**config.mk**
```make
export PLATFORM = sky130hd
export DESIGN_NAME = imu_serial_packet_parser
export DESIGN_NICKNAME = d
export VERILOG_FILES = /design/src/ispp_pkg.sv /design/src/ispp_front.sv /design/src/ispp_fifo.sv /design/src/ispp_back.sv /design/src/imu_serial_packet_parser.sv
export SDC_FILE = /design/constraint.sdc
export NUM_CORES = 2
export LEC_CHECK = 0
export BUFFER_PORTS_ARGS = -buffer_cell sky130_fd_sc_hd__buf_2
export CAP_MARGIN = 20
export CORE_MARGIN = 1
export CORE_UTILIZATION = 35
export CTS_BUF_LIST = sky130_fd_sc_hd__clkbuf_2
export CTS_CLUSTER_DIAMETER = 30
export DETAILED_ROUTE_END_ITERATION = 6
export GPL_ROUTABILITY_DRIVEN = 0
export PLACE_DENSITY = 0.59
export SLEW_MARGIN = 10
export SYNTH_ARGS = -nofsm -noshare
export SYNTH_HDL_FRONTEND = slang
export SYNTH_HIERARCHICAL = 1
export SYNTH_SLANG_ARGS = --single-unit
```
**constraint.sdc**
```tcl
create_clock -name aclk -period 9.92 [get_ports aclk]
set_input_delay 2.48 -clock aclk [delete_from_list [all_inputs] [get_ports aclk]]
set_output_delay 2.48 -clock aclk [all_outputs]
set_load 0.05 [all_outputs]
```
**src/ispp_pkg.sv**
```systemverilog
// package with shared types and constants of the serial imu packet parser
`timescale 1ns / 1ps
`default_nettype none

package ispp_pkg;

    // packet framing
    localparam int          PACKET_LEN  = 11;
    localparam logic [7:0]  HEADER_BYTE = 8'h55;
    localparam logic [7:0]  TYPE_ACCEL  = 8'h51;
    localparam logic [7:0]  TYPE_RATE   = 8'h52;
    localparam logic [7:0]  TYPE_ANGLE  = 8'h53;

    // window fill counter width, holds 0 .. PACKET_LEN-1
    localparam int FILL_W = $clog2(PACKET_LEN);

    // scaling: value = raw * mul >>> shift (floor), result in Q8
    localparam int          MUL_W       = 17;
    localparam logic [16:0] MUL_ACCEL   = 17'd40141;
    localparam logic [16:0] MUL_RATE    = 17'd125;
    localparam logic [16:0] MUL_ANGLE   = 17'd45;
    localparam int          SHIFT_ACCEL = 15;
    localparam int          SHIFT_RATE  = 3;
    localparam int          SHIFT_ANGLE = 5;

    localparam int RAW_W   = 16;
    localparam int PROD_W  = RAW_W + MUL_W + 1;
    localparam int VALUE_W = 20;

    // depth of the packet queue between front and back
    localparam int QUEUE_DEPTH = 4;

    typedef enum logic [1:0] {
        KIND_ACCEL = 2'd0,
        KIND_RATE  = 2'd1,
        KIND_ANGLE = 2'd2
    } kind_t;

    // one decoded packet waiting for scaling
    typedef struct packed {
        kind_t                    kind;
        logic signed [RAW_W-1:0]  raw_x;
        logic signed [RAW_W-1:0]  raw_y;
        logic signed [RAW_W-1:0]  raw_z;
    } pkt_rec_t;

    // front to queue write request
    typedef struct packed {
        logic     valid;
        pkt_rec_t rec;
    } push_t;

endpackage

`default_nettype wire

```
**src/ispp_front.sv**
```systemverilog
// front end: byte window, header and checksum test, packet classification
`timescale 1ns / 1ps
`default_nettype none

module ispp_front #(
    parameter int BURST_MAX = 33
) (
    input  wire logic              aclk,
    input  wire logic              aresetn,
    input  wire logic              s_tvalid,
    output logic                   s_tready,
    input  wire logic [7:0]        s_tdata,
    input  wire logic              s_tlast,
    input  wire logic              queue_full,
    output ispp_pkg::push_t        push
);

    localparam int CNT_W = $clog2(BURST_MAX + 1);

    logic [7:0]                      win_reg [ispp_pkg::PACKET_LEN];
    logic [ispp_pkg::FILL_W-1:0]     fill_reg, fill_next;
    logic [CNT_W-1:0]                cnt_reg, cnt_next;

    logic       accept;
    logic       eval;
    logic       good;
    logic [7:0] sum;
    logic       known;
    ispp_pkg::kind_t kind;

    assign s_tready = !queue_full;
    assign accept   = s_tvalid && s_tready;
    assign eval     = (fill_reg == ispp_pkg::FILL_W'(ispp_pkg::PACKET_LEN - 1));

    // 8-bit checksum over the ten held bytes
    always_comb begin
        sum = 8'd0;
        for (int i = 0; i < ispp_pkg::PACKET_LEN - 1; i++) begin
            sum = sum + win_reg[i];
        end
    end

    assign good = (win_reg[0] == ispp_pkg::HEADER_BYTE) && (sum == s_tdata);

    // packet type decode
    always_comb begin
        known = 1'b1;
        kind  = ispp_pkg::KIND_ACCEL;
        unique case (win_reg[1])
            ispp_pkg::TYPE_ACCEL: kind = ispp_pkg::KIND_ACCEL;
            ispp_pkg::TYPE_RATE:  kind = ispp_pkg::KIND_RATE;
            ispp_pkg::TYPE_ANGLE: kind = ispp_pkg::KIND_ANGLE;
            default:              known = 1'b0;
        endcase
    end

    // queue write for a good packet of a known type
    always_comb begin
        push.valid     = accept && eval && good && known;
        push.rec.kind  = kind;
        push.rec.raw_x = {win_reg[3], win_reg[2]};
        push.rec.raw_y = {win_reg[5], win_reg[4]};
        push.rec.raw_z = {win_reg[7], win_reg[6]};
    end

    // fill and burst counter update
    always_comb begin
        fill_next = fill_reg;
        cnt_next  = cnt_reg;
        if (accept) begin
            if (!eval) begin
                fill_next = fill_reg + 1'b1;
            end else if (good) begin
                fill_next = '0;
            end
            if (s_tlast || cnt_reg == CNT_W'(BURST_MAX - 1)) begin
                fill_next = '0;
                cnt_next  = '0;
            end else begin
                cnt_next = cnt_reg + 1'b1;
            end
        end
    end

    always_ff @(posedge aclk) begin
        if (!aresetn) begin
            fill_reg <= '0;
            cnt_reg  <= '0;
        end else begin
            fill_reg <= fill_next;
            cnt_reg  <= cnt_next;
        end
    end

    // window storage: append, or drop the oldest byte on a failed test
    always_ff @(posedge aclk) begin
        if (accept) begin
            if (!eval) begin
                win_reg[fill_reg] <= s_tdata;
            end else if (!good) begin
                for (int i = 0; i < ispp_pkg::PACKET_LEN - 2; i++) begin
                    win_reg[i] <= win_reg[i+1];
                end
                win_reg[ispp_pkg::PACKET_LEN-2] <= s_tdata;
            end
        end
    end

`ifndef NO_ASSERTIONS
    a_fill_range: assert property (@(posedge aclk) disable iff (!aresetn)
        fill_reg <= ispp_pkg::FILL_W'(ispp_pkg::PACKET_LEN - 1))
        else $error("window fill out of range");
    a_burst_clear: assert property (@(posedge aclk) disable iff (!aresetn)
        accept && s_tlast |=> fill_reg == '0 && cnt_reg == '0)
        else $error("window not cleared at burst end");
`endif

endmodule

`default_nettype wire

```
**src/ispp_fifo.sv**
```systemverilog
// short queue of decoded packets between front and back
`timescale 1ns / 1ps
`default_nettype none

module ispp_fifo (
    input  wire logic               aclk,
    input  wire logic               aresetn,
    input  wire ispp_pkg::push_t    push,
    output logic                    full,
    output logic                    empty,
    input  wire logic               pop,
    output ispp_pkg::pkt_rec_t      head
);

    localparam int PTR_W = $clog2(ispp_pkg::QUEUE_DEPTH);
    localparam int CNT_W = $clog2(ispp_pkg::QUEUE_DEPTH + 1);

    ispp_pkg::pkt_rec_t   slot_reg [ispp_pkg::QUEUE_DEPTH];
    logic [PTR_W-1:0]     wr_reg, rd_reg;
    logic [CNT_W-1:0]     cnt_reg;
    logic                 do_push, do_pop;

    assign full    = (cnt_reg == CNT_W'(ispp_pkg::QUEUE_DEPTH));
    assign empty   = (cnt_reg == '0);
    assign do_push = push.valid && !full;
    assign do_pop  = pop && !empty;
    assign head    = slot_reg[rd_reg];

    // pointers and occupancy
    always_ff @(posedge aclk) begin
        if (!aresetn) begin
            wr_reg  <= '0;
            rd_reg  <= '0;
            cnt_reg <= '0;
        end else begin
            if (do_push) begin
                wr_reg <= (wr_reg == PTR_W'(ispp_pkg::QUEUE_DEPTH - 1)) ? '0 : wr_reg + 1'b1;
            end
            if (do_pop) begin
                rd_reg <= (rd_reg == PTR_W'(ispp_pkg::QUEUE_DEPTH - 1)) ? '0 : rd_reg + 1'b1;
            end
            if (do_push && !do_pop) begin
                cnt_reg <= cnt_reg + 1'b1;
            end else if (do_pop && !do_push) begin
                cnt_reg <= cnt_reg - 1'b1;
            end
        end
    end

    // slot write
    always_ff @(posedge aclk) begin
        if (do_push) begin
            slot_reg[wr_reg] <= push.rec;
        end
    end

`ifndef NO_ASSERTIONS
    a_no_overflow: assert property (@(posedge aclk) disable iff (!aresetn)
        !(push.valid && full))
        else $error("write into full packet queue");
    a_no_underflow: assert property (@(posedge aclk) disable iff (!aresetn)
        !(pop && empty))
        else $error("read from empty packet queue");
    a_count_step: assert property (@(posedge aclk) disable iff (!aresetn)
        do_push && !do_pop |=> cnt_reg == $past(cnt_reg) + 1'b1)
        else $error("queue count did not advance on write");
`endif

endmodule

`default_nettype wire

```
**src/ispp_back.sv**
```systemverilog
// back end: constant scaling pipeline and output register
`timescale 1ns / 1ps
`default_nettype none

module ispp_back (
    input  wire logic                aclk,
    input  wire logic                aresetn,
    input  wire logic                empty,
    output logic                     pop,
    input  wire ispp_pkg::pkt_rec_t  head,
    output logic                     m_tvalid,
    input  wire logic                m_tready,
    output logic [1:0]               m_kind,
    output logic [ispp_pkg::VALUE_W-1:0] m_x,
    output logic [ispp_pkg::VALUE_W-1:0] m_y,
    output logic [ispp_pkg::VALUE_W-1:0] m_z
);

    localparam int PW = ispp_pkg::PROD_W;
    localparam int VW = ispp_pkg::VALUE_W;

    logic                    s1_valid_reg, s1_valid_next;
    ispp_pkg::kind_t         s1_kind_reg;
    logic signed [PW-1:0]    s1_px_reg, s1_py_reg, s1_pz_reg;

    logic                    m_valid_reg, m_valid_next;
    ispp_pkg::kind_t         m_kind_reg;
    logic [VW-1:0]           m_x_reg, m_y_reg, m_z_reg;

    logic                    out_free, s1_move, s1_free;
    logic signed [ispp_pkg::MUL_W:0] mul_xy, mul_z;
    logic signed [PW-1:0]    sx, sy, sz;

    // handshake through the two stages
    assign out_free = !m_valid_reg || m_tready;
    assign s1_move  = s1_valid_reg && out_free;
    assign s1_free  = !s1_valid_reg || out_free;
    assign pop      = !empty && s1_free;

    assign s1_valid_next = pop ? 1'b1 : (s1_move ? 1'b0 : s1_valid_reg);
    assign m_valid_next  = s1_move ? 1'b1 : (m_tready ? 1'b0 : m_valid_reg);

    // multiplier constant per packet kind, z forced to zero for angular rate
    always_comb begin
        mul_xy = '0;
        mul_z  = '0;
        unique case (head.kind)
            ispp_pkg::KIND_ACCEL: begin
                mul_xy = $signed({1'b0, ispp_pkg::MUL_ACCEL});
                mul_z  = $signed({1'b0, ispp_pkg::MUL_ACCEL});
            end
            ispp_pkg::KIND_RATE: begin
                mul_xy = $signed({1'b0, ispp_pkg::MUL_RATE});
                mul_z  = '0;
            end
            ispp_pkg::KIND_ANGLE: begin
                mul_xy = $signed({1'b0, ispp_pkg::MUL_ANGLE});
                mul_z  = $signed({1'b0, ispp_pkg::MUL_ANGLE});
            end
            default: begin
                mul_xy = '0;
                mul_z  = '0;
            end
        endcase
    end

    // floor shift per kind
    always_comb begin
        sx = '0;
        sy = '0;
        sz = '0;
        unique case (s1_kind_reg)
            ispp_pkg::KIND_ACCEL: begin
                sx = s1_px_reg >>> ispp_pkg::SHIFT_ACCEL;
                sy = s1_py_reg >>> ispp_pkg::SHIFT_ACCEL;
                sz = s1_pz_reg >>> ispp_pkg::SHIFT_ACCEL;
            end
            ispp_pkg::KIND_RATE: begin
                sx = s1_px_reg >>> ispp_pkg::SHIFT_RATE;
                sy = s1_py_reg >>> ispp_pkg::SHIFT_RATE;
                sz = s1_pz_reg >>> ispp_pkg::SHIFT_RATE;
            end
            ispp_pkg::KIND_ANGLE: begin
                sx = s1_px_reg >>> ispp_pkg::SHIFT_ANGLE;
                sy = s1_py_reg >>> ispp_pkg::SHIFT_ANGLE;
                sz = s1_pz_reg >>> ispp_pkg::SHIFT_ANGLE;
            end
            default: begin
                sx = '0;
                sy = '0;
                sz = '0;
            end
        endcase
    end

    // valid bits
    always_ff @(posedge aclk) begin
        if (!aresetn) begin
            s1_valid_reg <= 1'b0;
            m_valid_reg  <= 1'b0;
        end else begin
            s1_valid_reg <= s1_valid_next;
            m_valid_reg  <= m_valid_next;
        end
    end

    // product stage
    always_ff @(posedge aclk) begin
        if (pop) begin
            s1_kind_reg <= head.kind;
            s1_px_reg   <= PW'(head.raw_x * mul_xy);
            s1_py_reg   <= PW'(head.raw_y * mul_xy);
            s1_pz_reg   <= PW'(head.raw_z * mul_z);
        end
    end

    // output register
    always_ff @(posedge aclk) begin
        if (s1_move) begin
            m_kind_reg <= s1_kind_reg;
            m_x_reg    <= sx[VW-1:0];
            m_y_reg    <= sy[VW-1:0];
            m_z_reg    <= sz[VW-1:0];
        end
    end

    assign m_tvalid = m_valid_reg;
    assign m_kind   = m_kind_reg;
    assign m_x      = m_x_reg;
    assign m_y      = m_y_reg;
    assign m_z      = m_z_reg;

`ifndef NO_ASSERTIONS
    a_hold_on_stall: assert property (@(posedge aclk) disable iff (!aresetn)
        s1_valid_reg && !out_free |=> s1_valid_reg && $stable(s1_px_reg))
        else $error("product stage lost data while stalled");
`endif

endmodule

`default_nettype wire

```
**src/imu_serial_packet_parser.sv**
```systemverilog
// top level of the serial imu packet parser
// path: a completed packet passes the queue, the product stage and the output register
// throughput: one input beat per cycle; the front stalls only when the 4-entry
//   packet queue is full, which happens when the result side holds back
// reset: synchronous active-low aresetn clears window fill, burst count, queue
//   and output valid; window bytes are rewritten before use and need no reset
`timescale 1ns / 1ps
`default_nettype none

module imu_serial_packet_parser #(
    parameter int BURST_MAX = 33
) (
    input  wire logic        aclk,
    input  wire logic        aresetn,
    input  wire logic        s_tvalid,
    output logic             s_tready,
    input  wire logic [7:0]  s_tdata,   // [7:0] rx_byte
    input  wire logic        s_tlast,   // burst_end
    output logic             m_tvalid,
    input  wire logic        m_tready,
    output logic [63:0]      m_tdata,   // [19:0] value_x, [39:20] value_y, [59:40] value_z
    output logic [1:0]       m_tuser    // [1:0] pkt_kind
);

    ispp_pkg::push_t     push;
    ispp_pkg::pkt_rec_t  head;
    logic                q_full, q_empty, q_pop;
    logic [ispp_pkg::VALUE_W-1:0] vx, vy, vz;

    // window and classification
    ispp_front #(
        .BURST_MAX (BURST_MAX)
    ) u_front (
        .aclk       (aclk),
        .aresetn    (aresetn),
        .s_tvalid   (s_tvalid),
        .s_tready   (s_tready),
        .s_tdata    (s_tdata),
        .s_tlast    (s_tlast),
        .queue_full (q_full),
        .push       (push)
    );

    // packet queue
    ispp_fifo u_fifo (
        .aclk    (aclk),
        .aresetn (aresetn),
        .push    (push),
        .full    (q_full),
        .empty   (q_empty),
        .pop     (q_pop),
        .head    (head)
    );

    // scaling and output
    ispp_back u_back (
        .aclk     (aclk),
        .aresetn  (aresetn),
        .empty    (q_empty),
        .pop      (q_pop),
        .head     (head),
        .m_tvalid (m_tvalid),
        .m_tready (m_tready),
        .m_kind   (m_tuser),
        .m_x      (vx),
        .m_y      (vy),
        .m_z      (vz)
    );

    assign m_tdata = {4'd0, vz, vy, vx};

endmodule

`default_nettype wire
```
==> results by group <==
Run status
  • Status: complete, no violations

Route
  • Vias: 23290
  • Avg Vias per Cell: 4.768
  • Routed WL: 81130 um
  • Met2 Routed Length: 35760 um
  • Antenna Nets Post-Route: 0
  • Drt wl/cell: 16.61 um
  • # DRC: 0
  • Max layer used: met5
  • Number of DRC markers in iteration 0: 1326
  • DRT met1 WL: 39610 um
  • DRT Pass-1 Iters: 5
  • Met3 WL post-DR: 4152 um

Critical path
  • Worst EP arrival: 9.43 ns
  • Reg2reg path depth: 23
  • CP endpoint kind: flip-flop
  • CP Data Required Time: 10.89 ns
  • Worst R2R Setup Slack: 1.46 ns
  • RR Endpoint: u_back/s1_px_reg[32]
  • Critical setup path kind: reg2reg
  • Critical Path Source Type: flip-flop
  • CP max FO: 33

Timing
  • Clock skew: 0.1423 ns
  • RSZ-0062 raised after global routing: no
  • Hold Fails Final Rpt: 0
  • Slew margin rel.: 24.90%
  • Setup ws final: 1.459 ns
  • Tightest Pin Transition: 1.114 ns
  • Fin crit share: 85.29%
  • Crit path time final: 8.461 ns
  • Achievable Freq: 118.2 MHz
  • Setup TNS: 0 ns
  • Slew Limit Fails: 0
  • Final setup viols: 0

Finish
  • Share of layout cells above drive strength 1: 11.51%
  • Largest register FFs: 200
  • Nets: 4251
  • Synth-to-layout area growth: 8.249%
  • Final core occ: 38.19%
  • Post-route cell area: 41570 um2
  • Fillers: 10550

Place
  • Port Buf Inserts: 76
  • Pre-CTS setup slack: 1.289 ns
  • DP HPWL: 63440 um
  • DP Area: 40180 um2

Logic synthesis
  • Post-synth EDFFs: 434
  • Synth async-reset ratio: 0%
  • Synth Instances: 3253
  • YS warnings: 6
  • Sequential share of the synthesized area: 35.03%
  • Synth Cell Area: 38410 um2
  • Top_reg_cell synth: edfxtp_1
  • Mean Syn Cell Area: 11.81 um2
  • Yosys reg bits: 455
  • Unique masters post-synth: 77

Die
  • Die area: 111100 um2
  • Die width: 333.3 um
  • Std-Cell Rows: 121
  • Starting density of the core: 35.28%
  • Die Y: 333.3 um
  • Core area: 108900 um2
  • Io pins: 81

Clocking
  • Worst-path clk slew: 0.09 ns
  • CTS root buffer: clkbuf_2
  • TritonCTS clock tree: yes
  • Resized Gates After CTS: 0
  • Worst-Skew Late Latency: 1.36 ns
  • TritonCTS buffer count: 132
  • Setup Fix Bufs, Post-CTS: 0
  • # hold bufs at CTS: 0
  • Bufs on Longest Clock Path: 3
  • CTS Sinks: 455
  • # H-tree levels: 4

Power
  • PD cells: 92.88 nW/um2
  • Peak VDD IR: 0.09027 mV
  • Leakage: 19.85 nW

Global routing
  • All-Layer GR Usage: 15.03%
  • Vias in the first global route: 24660
  • Antenna violations before repair: 5
  • Gr ovfl total: 0
  • Largest net degree at the start of global routing: 74
  • First-pass GRT wire length: 131900 um

Job
  • MaxCap Viol Count: 0

Min path
  • Worst hold endpoint: u_fifo/wr_reg[1]
  • Min-Delay Path Class: reg2reg
  • Worst Hold Depth: 2
  • Hold Startpoint: u_fifo/wr_reg[1]
layout by cell type, fill, tap and decap left out, types with 14 or more instances in the layout:
master / Yosys / layout
buf_4: 4 / 16
nand3_1: 24 / 24
nand2_1: 192 / 192
nor2_1: 79 / 79
dfxtp_1: 21 / 19
nor2b_1: 77 / 75
clkbuf_2: 0 / 182
o21ai_1: 20 / 20
clkinv_1: 0 / 15
and2_1: 83 / 79
o21ai_0: 94 / 94
nand2b_1: 22 / 22
a21o_1: 130 / 130
xor2_1: 40 / 40
ha_1: 474 / 473
o21bai_1: 14 / 14
inv_1: 605 / 605
mux4_2: 50 / 50
edfxtp_1: 434 / 434
mux2i_1: 31 / 31
buf_2: 8 / 76
a21oi_1: 109 / 108
and3_1: 14 / 14
xnor2_1: 77 / 77
fa_1: 390 / 390
nand4_1: 20 / 20
a31oi_1: 18 / 18
power breakdown:
part / internal [W] / switching [W] / leakage [nW]
logic: 0.0000948 / 0.000112 / 14.8
clock network: 0.000743 / 0.000828 / 0.985
registers: 0.00208 / 0.00000542 / 4.07
total: 0.00292 / 0.000945 / 19.9
cell usage after synthesis (20+ instances only):
cell type	number	area share, %
inv_1	605	5.9
ha_1	474	15
edfxtp_1	434	34
fa_1	390	20
nand2_1	192	1.9
a21o_1	130	2.5
a21oi_1	109	1.4
o21ai_0	94	1.2
and2_1	83	1.4
nor2_1	79	0.77
clkbuf_1	78	0.76
nor2b_1	77	1.3
xnor2_1	77	1.8
mux4_2	50	2.9
xor2_1	40	0.91
mux2i_1	31	0.81
nand3_1	24	0.31
nand2b_1	22	0.36
dfxtp_1	21	1.1
nand4_1	20	0.33
o21ai_1	20	0.26
critical path: stages, from the launching register on:
cell and delay, ns:
dfxtp_4 0.59, mux4_2 0.78, inv_1 0.22, ha_2 0.68, buf_4 0.35, and2_1 0.34, fa_1 0.46, inv_1 0.08
fa_1 0.44, fa_1 0.50, fa_1 0.54, inv_1 0.05, fa_1 0.48, inv_1 0.05, fa_1 0.47, inv_1 0.04
ha_1 0.36, a21oi_1 0.27, nand3_1 0.13, o21ai_1 0.21, a21oi_1 0.19, a31o_2 0.32, o31ai_1 0.43, o211ai_1 0.17
how the worst max path moves through the flow:
stage                                end  slack, ns  cells after the start
CTS                 u_back/s1_px_reg[32]       1.21                     25
finish              u_back/s1_px_reg[32]       1.46                     23
global route        u_back/s1_px_reg[32]       0.90                     23
detailed placement  u_back/s1_px_reg[32]       1.29                     25
global placement    u_back/s1_px_reg[32]       1.53                     26
floorplan              u_fifo/cnt_reg[2]       0.75                      9
cells by family after synthesis:
| kind of cell | Yosys count | synth area share, % |
|---|---|---|
| DFF | 455 | 35.03 |
| buffers and inverters | 716 | 7.470 |
| xor gates and xnor gates | 118 | 2.727 |
| other | 3 | 0.02932 |
| muxes | 81 | 3.740 |
| and+or+nand+nor | 546 | 7.112 |
| adders and majority gates | 864 | 35.77 |
| AOI/OAI and AO/OA | 470 | 8.122 |
metal layers:
metal / GRT usage, % / vias to the layer above
met3: 3.105 / 97
met5: 0 / -
met2: 22.80 / 492
met1: 21.31 / 11480
li1: - / 11220
met4: 5.040 / 4
layout make-up:
class,instances,area [um2],share of cell area (%)
timing repair buffer,93,511.7,1.231
clock buffer,182,910.9,2.191
multi-input combinational,2086,22180,53.35
clock inverter,45,457.9,1.102
inverter,606,2275,5.471
sequential,455,13460,32.37
antenna,4,10.01,0.02408
tap,1414,1769,4.256
per-stage QoR:
stage	hold slack [ns]	cells	power, W
2_1_floorplan	0.4657	3257	0.002287
3_5_place_dp	0.4955	4653	0.002332
6_report	0.5040	4885	0.003862
4_1_cts	0.5079	4880	0.003931
3_3_place_gp	0.4825	4653	0.002329
5_1_grt	0.5171	4884	0.004048
No activity file was read; power rests on OpenSTA's default activity.
